==> config.mk <==
export PLATFORM = sky130hd
export DESIGN_NAME = bn_div
export DESIGN_NICKNAME = d
export VERILOG_FILES = /design/src/sv/bn_div.sv
export SDC_FILE = /design/constraint.sdc
export NUM_CORES = 1
export LEC_CHECK = 0
export ABC_CLOCK_PERIOD_IN_PS = 3000
export BUFFER_PORTS_ARGS = -buffer_cell sky130_fd_sc_hd__clkbuf_2
export CELL_PAD_IN_SITES_DETAIL_PLACEMENT = 1
export CELL_PAD_IN_SITES_GLOBAL_PLACEMENT = 1
export CORE_ASPECT_RATIO = 2
export CORE_MARGIN = 8
export CORE_UTILIZATION = 39
export CTS_CLUSTER_DIAMETER = 80
export DETAILED_ROUTE_END_ITERATION = 8
export GPL_TIMING_DRIVEN = 0
export PLACE_DENSITY_LB_ADDON = 0.1
export SETUP_SLACK_MARGIN = 0.2
export SLEW_MARGIN = 20
export SYNTH_ARGS = -nofsm -noshare
export SYNTH_HDL_FRONTEND = slang
export SYNTH_SLANG_ARGS = --single-unit
export TNS_END_PERCENT = 30
==> constraint.sdc <==
create_clock -name clk -period 3 [get_ports clk]
set_input_delay 0.6 -clock clk [delete_from_list [all_inputs] [get_ports clk]]
set_output_delay 0.6 -clock clk [all_outputs]
set_load 0.1 [all_outputs]
==> src/sv/bn_div.sv <==
// Iterative restoring divider, one quotient bit per cycle.
module bn_div #(
  parameter int DW = 36,
  parameter int VW = 4
) (
  input  logic          clk,
  input  logic          rst,
  input  logic          start,
  input  logic [DW-1:0] dividend,
  input  logic [VW-1:0] divisor,
  output logic          done,
  output logic [DW-1:0] quotient
);

  localparam int KW = $clog2(DW + 1);

  logic [DW-1:0] q;
  logic [VW-1:0] rem;
  logic [KW-1:0] cnt;
  logic          run;
  logic [VW:0]   trial;
  logic [VW:0]   diff;
  logic          ge;

  assign trial    = {rem, q[DW-1]};
  assign diff     = trial - {1'b0, divisor};
  assign ge       = (trial >= {1'b0, divisor});
  assign quotient = q;

  always_ff @(posedge clk) begin
    if (rst) begin
      run  <= 1'b0;
      done <= 1'b0;
      cnt  <= '0;
    end else begin
      done <= 1'b0;
      if (start) begin
        run <= 1'b1;
        cnt <= KW'(DW);
      end else if (run) begin
        cnt <= cnt - KW'(1);
        if (cnt == KW'(1)) begin
          run  <= 1'b0;
          done <= 1'b1;
        end
      end
    end
  end

  always_ff @(posedge clk) begin
    if (start) begin
      q   <= dividend;
      rem <= '0;
    end else if (run) begin
      q   <= {q[DW-2:0], ge};
      rem <= ge ? diff[VW-1:0] : trial[VW-1:0];
    end
  end

endmodule

# Word-level counts from Yosys, hierarchy flattened
# Cells that the tools add are included.
[word_totals]
out_inout_bits = 37
in_bits = 43
register_bits = 48
[classes]
n_eq_ne = 1
add_sub_neg = 2
bitwise = 1
mux = 9
n_reduce_logical = 3
n_lt_le_gt_ge = 1
[op_table]
columns = ["operator", "count"]
rows = [
  ["$mux 36", 2],
  ["$mux 6", 2],
  ["$eq 6x1->1 const B", 1],
  ["$sub 6x1->6 const B", 1],
  ["$ge 5x4->1", 1],
  ["$mux 1", 4],
  ["$mux 4", 1],
  ["$sub 4x4->4", 1],
  ["$reduce_or 3->1", 1],
  ["$reduce_bool 2->1", 1],
  ["$reduce_or 2->1", 1],
  ["$not 1->1", 1],
]

# Depth between registers and ports, before layout
# Gate-level depths: netlist (run 1).
[depth]
word_depth = 4
depth_mapped = 6
ltp_nobuf = 6

# Worst setup path before layout (run 1)
# Ideal clock, no wire load.
[synth_timing]
path_type = "input to register"
from = "input port start"
to = "register q[0] (netlist: quotient[0]), enable pin"
t_arrival_ns = 1.956
slack_ns = 0.654
cell_stages = 4
t_required_ns = 2.609
path_cell_list = "clkbuf_1 clkbuf_1 nor2_1 inv_1"
[synth_between]
elab_chain_len = 1
[synth_lines]
columns = ["item", "line_no", "rtl"]
rows = [
  ["start, declared", "8", "input logic start,"],
  ["$reduce_bool 2->1 (no source line)", "n/a", ""],
  ["end signal, assigned", "52", "q <= dividend;"],
  ["end signal, assigned", "55", "q <= {q[DW-2:0], ge};"],
  ["end, declared", "17", "logic [DW-1:0] q;"],
]
# No other way between the ends.
# A chain may end at the register's enable or synchronous reset.

# Worst setup path in the final report (run 1)
[layout_timing]
from = "input port start"
to = "register q[18] (netlist: quotient[18]), enable pin"
# Same word-level chain as after synthesis.

==> metrics.txt, run 1 <==
crit path from start; 1st-iter DRT viols 38; post-cts sizing count 0; Mapped Cells between 150 and 200; Diodes inserted 0; Worst-Skew Late Latency 0.29 ns; first-pass GRT wire length 8.11 mm; CTS root buf clkbuf_16; Setup TNS Final 0 ns; final instance area 2800 um2; DIE AREA 8460 um2; Avg Inst Size Synth around 14 um2; Main synth FF type edfxtp_1; Vias 1,510; worst vdd ir between 0.5 and 0.6 mV; Setup Crit Path Kind input pin to flop; worst-margin pin slew approximately 0.76 ns; cell row count 39; PD cells 714 nW/um2; GP Congestion 0.786; vias per inst 5.05; DRC Markers 0; synth unique cells 33; period utilization roughly 72%; I/O pin count 80; leading area contributor after synthesis edfxtp_1; Reg2Reg Depth 4; mapped cell area about 2200 um2; clk_skew 0.00231 ns; Routed Antenna Nets 0; hold buffer count at CTS 0; Static Leak 1.19 nW; Critical R2R Capture quotient[18]; Critical Path Fanout Max 36; WP data required between 2 and 3 ns; wire per inst 16.9 um; FFs w/ async S/R, synth 0%; CP Capture Type flop; Critical Path, Cell by Cell clkbuf_1, clkbuf_1, nor2_1, inv_2; Ys Warns 0; worst hold path type flop to flop; unrepaired setup endpoints after global routing no; vias in the first global route 1,666; placed instance area 2670 um2; FF-to-FF setup slack 1.10 ns; critical path startpoint category input pin; FMAX 462 MHz; sequential-to-total area share from yosys stat between 50% and 60%; Synth top area share approximately half; Die Y approximately 120 um; # fillers just over 600; largest stage delay on the critical path 0.59 ns; Mapped Nets 204; fin nets 288; Rel. slew slack between 40% and 50%; clk slew on worst S/H paths about 0.06 ns; # H-tree levels 2; fraction of final layout cells sized beyond drive strength 1 53.8%; Starting Density approximately two fifths; CP delay by family, top buffers and inverters; reg2reg start run; TritonCTS Sinks 48; #FFs+latches synth 48; CP max stage cell inv_2; Total Routing Usage GR between 10% and 20%; core area 5560 um2; Max-Cap Viols 0; Die W 69.2 um; DRT Wirelength 5.04 mm; Setup Viol. Count Final 0; largest net degree at the start of global routing 37; CTS max path bufs 2; initial antenna violation count 0; Final Max Slew Viols 0; worst path buffer plus inverter count 3; CTS tree done; CP most frequent cell clkbuf_1; Worst Path Arrival approximately 2.1 ns; critical path endpoint quotient[18]; hpwl dp between 3 and 4 mm; Synth area leaders edfxtp_1 49%, mux2_2 18%, dfxtp_1 11%; Hold Vio Cnt, Final 0; Layout area overhead 27.0%; Final Critical Period 2.16 ns; Post-CTS Setup Repair Bufs 0; Stages on worst setup path 4; PortBufs 77; DR pass1 iterations 4; global route overflow 0; cts bufs inserted 5; Post-synth EDFFs 36; outcome finished clean
logic make-up (layout without fill, tap and decap cells):
logic type	count (synthesis)	in the layout	synth area share, %
xor gates and xnor gates	6	6	2.38
DFF	48	48	59.9
AOI/OAI and AO/OA	14	14	4.48
adders and majority gates	7	7	4.31
buffers and inverters	17	101	3.23
and+or+nand+nor	26	26	7.27
muxes	36	36	18.4
per-stage QoR:
stage | power, mW | utilization (%) | cells | setup WS (ns) | hold WS [ns]
2_1_floorplan | 1.37 | - | 154 | 0.654 | 0.426
4_1_cts | 2.03 | 50.3 | 299 | 0.760 | 0.480
6_report | 2.00 | 50.3 | 299 | 0.837 | 0.473
5_1_grt | 2.08 | 50.3 | 299 | 0.677 | 0.513
3_3_place_gp | 1.48 | 47.9 | 292 | 0.0346 | 0.441
3_5_place_dp | 1.49 | 47.9 | 292 | 0.465 | 0.466
where the power goes:
| part | switching, mW | internal, mW |
|---|---|---|
| clock network | 0.223 | 0.303 |
| registers | 0.0375 | 0.797 |
| logic | 0.499 | 0.140 |
placed cells by master, fill, tap and decap left out, types with 2 or more instances in the layout:
| cell | count |
|---|---|
| clkbuf_2 | 77 |
| mux2_2 | 36 |
| edfxtp_1 | 36 |
| dfxtp_1 | 12 |
| inv_1 | 8 |
| ha_1 | 6 |
| nand2_1 | 5 |
| clkbuf_16 | 5 |
| clkbuf_1 | 4 |
| nor2_1 | 4 |
| nor3_1 | 4 |
| o21ai_0 | 4 |
| buf_2 | 3 |
| xor2_1 | 3 |
| a21oi_1 | 3 |
| nor4b_1 | 3 |
| xnor2_1 | 3 |
| nand3b_1 | 2 |
| a311oi_1 | 2 |
cells in the mapped netlist, drive strengths merged, types with 2 or more instances:
| library cell | instances |
|---|---|
| nand2 | 5 |
| or2 | 2 |
| a21oi | 3 |
| inv | 9 |
| nor2 | 4 |
| mux2 | 36 |
| buf | 5 |
| ha | 6 |
| edfxtp | 36 |
| a311oi | 2 |
| o21ai | 4 |
| nor3 | 5 |
| dfxtp | 12 |
| xor2 | 3 |
| nor4b | 3 |
| clkbuf | 3 |
| nand3b | 2 |
| xnor2 | 3 |
layout make-up:
cell class | instances | area (um2) | area share, %
timing repair buffer | 77 | 385 | 13.8
clock buffer | 6 | 129 | 4.60
tap | 61 | 76.3 | 2.73
multi-input combinational | 89 | 812 | 29.0
sequential | 48 | 1320 | 47.2
clock inverter | 1 | 5.00 | 0.179
inverter | 9 | 33.8 | 1.21
buffer | 8 | 37.5 | 1.34
registers in the layout, summed over array words and instances (netlist names):
| register | cells |
|---|---|
| quotient | 36 |
| rem | 4 |
| done | 1 |
| run | 1 |
| cnt | 6 |
worst min-delay path by stage:
| stage | startpoint | cells past startpoint | to | slack, ns |
|---|---|---|---|---|
| 2_1_floorplan | rem[3] | 2 | rem[3] | 0.43 |
| 6_report | rem[3] | 2 | rem[3] | 0.47 |
| 5_1_grt | rem[3] | 2 | rem[3] | 0.51 |
| 3_3_place_gp | rem[3] | 2 | rem[3] | 0.44 |
| 3_5_place_dp | rem[3] | 2 | rem[3] | 0.47 |
| 4_1_cts | rem[3] | 2 | rem[3] | 0.48 |
tightest hold or removal path, stage by stage, from the launching register on:
cell and delay [ns]:
dfxtp_1 0.33, nand2_1 0.05, o21ai_0 0.06
routing by layer:
layer  wire length, um  vias to the layer above  GRT usage, %
met2              2420                       59          19.2
li1                  -                      738             -
met1              2050                      708          12.7
met4                75                        0          6.19
met3               498                        5          5.99
met5                 0                        -             0
Note: power is estimated with default switching activity, not from simulation.
==> run 2, diff against run 1 <==
--- a/config.mk
+++ b/config.mk
@@ -5,7 +5,7 @@
 export SDC_FILE = /design/constraint.sdc
 export NUM_CORES = 1
 export LEC_CHECK = 0
-export ABC_CLOCK_PERIOD_IN_PS = 3000
+export ABC_CLOCK_PERIOD_IN_PS = 2100
 export BUFFER_PORTS_ARGS = -buffer_cell sky130_fd_sc_hd__clkbuf_2
 export CELL_PAD_IN_SITES_DETAIL_PLACEMENT = 1
 export CELL_PAD_IN_SITES_GLOBAL_PLACEMENT = 1
==> constraint.sdc (replaced) <==
create_clock -name clk -period 2.1 [get_ports clk]
set_input_delay 0.42 -clock clk [delete_from_list [all_inputs] [get_ports clk]]
set_output_delay 0.42 -clock clk [all_outputs]
set_load 0.1 [all_outputs]
==> metrics.txt, run 2 (synthesis gave the netlist of run 1 again) <==
outcome finished clean; Stages on worst setup path 5 (+1); CTS root buf clkbuf_16; PD cells 1010 nW/um2 (+42%); core area 5560 um2 (unchanged); Diodes inserted 0 (unchanged); final core utilization 51.1% (+0.81 points); I/O pin count 80 (unchanged); worst-margin pin slew 0.563 ns (-0.201 ns); FMAX 537 MHz; CP max stage cell dfxtp_1; TritonCTS Sinks 48 (unchanged); Hold Vio Cnt, Final 0 (unchanged); FF-to-FF setup slack 0.24 ns (-0.86 ns); Routed Antenna Nets 0 (unchanged); CP delay by family, top simple AND/OR/NAND/NOR gates; Setup WS pre-CTS -0.304 ns (-0.769 ns); PnR worst setup slack 0.239 ns (-0.599 ns); worst vdd ir 0.797 mV (+36%); largest stage delay on the critical path 0.38 ns (-0.21 ns); PortBufs 77 (unchanged); placed instance area 2680 um2 (+0.47%); global route overflow 0 (unchanged); unrepaired setup endpoints after global routing yes; Top Metal Used met4; Setup Viol. Count Final 0 (unchanged); Starting Density 39.6% (unchanged); DIE AREA 8460 um2 (unchanged); Final Critical Period about 1.9 ns; Layout area overhead 29.1%; final non-filler cell total 302 (+1.0%); CTS tree done; cts bufs inserted 5 (unchanged); wire length on met3 509 um (+2.2%); DRT Wirelength 5.05 mm (+0.20%); fin nets 290 (+0.69%); Worst-Skew Late Latency 0.28 ns (about the same); Max-Cap Viols 0 (unchanged); Placed Instances 292 (unchanged); largest net degree at the start of global routing 37 (unchanged); Final Max Slew Viols 0 (unchanged); cell row count 39 (unchanged); first-pass GRT wire length 8.21 mm (+1.3%); CP Capture Type flop; 1st-iter DRT viols 36 (-5.3%); clk slew on worst S/H paths 0.06 ns (about the same); vias per inst 5.11 (+1.1%); # H-tree levels 2 (unchanged); final instance area 2850 um2 (+1.6%); commonest non-fill, non-tap cell in the layout clkbuf_2; critical path endpoint quotient[0]; clk_skew 0.00510 ns (+0.00279 ns); hold buffer count at CTS 0 (unchanged); Rel. slew slack 62.5% (+13 points); initial antenna violation count 0 (unchanged); DR pass1 iterations 4 (unchanged); Total Routing Usage GR 11.8% (-0.19 points); Setup Crit Path Kind flop to flop; Critical Path, Cell by Cell ha_1, nor2b_1, o221a_2, or2_4, mux2_4; DRT met1 WL 2.05 mm (about the same); reg2reg start rem[0]; worst path buffer plus inverter count 0 (-3); Critical Path Fanout Max 5 (-86%); Worst Path Arrival 1.90 ns (-0.18 ns); Die W 69.2 um (unchanged); hpwl dp 3.81 mm (-2.2%); wire per inst 16.7 um (-0.80%); Reg2Reg Depth 5 (+1); crit path from rem[0]; fraction of final layout cells sized beyond drive strength 1 55.2% (+1.4 points); Static Leak 1.21 nW (+1.3%); Critical R2R Capture quotient[0]; Setup TNS Final 0 ns (unchanged); WP data required 2.14 ns (-0.78 ns); Die Y 122 um (unchanged); GP Congestion 0.717 (-8.8%); most frequent cells in the layout 77 x clkbuf_2, 36 x edfxtp_1, 35 x mux2_2; worst hold path type input pin to flop; max reg flops 36 (unchanged); met2 wire len 2.41 mm (-0.25%); period utilization 88.6%; DRC Markers 0 (unchanged); critical path startpoint category flop; Vias 1,542 (+2.1%); CTS max path bufs 2 (unchanged); vias in the first global route 1,729 (+3.8%)
-- run 2: metal layers --
layer / vias to the layer above / global-route usage (%)
met2: 53 / 18.0
li1: 748 / -
met3: 7 / 6.23
met5: - / 0
met1: 734 / 13.5
met4: 0 / 5.03
-- run 2: how the worst min path moves through the flow --
stage / startpoint / end / slack [ns] / cells past startpoint
after floorplan: rem[3] / rem[3] / 0.43 / 2
after global placement: rem[3] / rem[3] / 0.45 / 2
after detailed placement: rem[3] / rem[3] / 0.48 / 2
after CTS: dividend[32] / quotient[32] / 0.43 / 2
after global routing: dividend[31] / quotient[31] / 0.43 / 2
final: dividend[33] / quotient[33] / 0.44 / 2
-- run 2: worst register-to-register path: stages (launching register included) --
cell and delay (ns):
dfxtp_1 0.38, ha_1 0.26, nor2b_1 0.15, o221a_2 0.29, or2_4 0.28, mux2_4 0.26
-- run 2: repair_timing --
item,CTS,global route
resized for setup,0,1
cloned,0,1
buffers inserted,0,1
setup endpoints to repair,36,37
-- run 2: power by group --
group / internal (mW) / switching, mW
combinational: 0.208 / 0.716
sequential: 1.14 / 0.0543
clock: 0.433 / 0.327
-- run 2: final cells by class --
cell class                 instances  area [um2]
buffer                             8        37.5
fill                             625        2720
inverter                           9        37.5
sequential                        48        1320
tap                               61        76.3
clock inverter                     3        13.8
timing repair inverter             1        7.51
timing repair buffer              78         405
clock buffer                       5         125
multi-input combinational         89         821
-- run 2: per-stage QoR --
step                      power (mW)  hold slack (ns)
after floorplan                 1.97            0.426
after global routing            2.98            0.430
after global placement          2.12            0.454
final                           2.87            0.435
after CTS                       2.91            0.429
after detailed placement        2.14            0.476
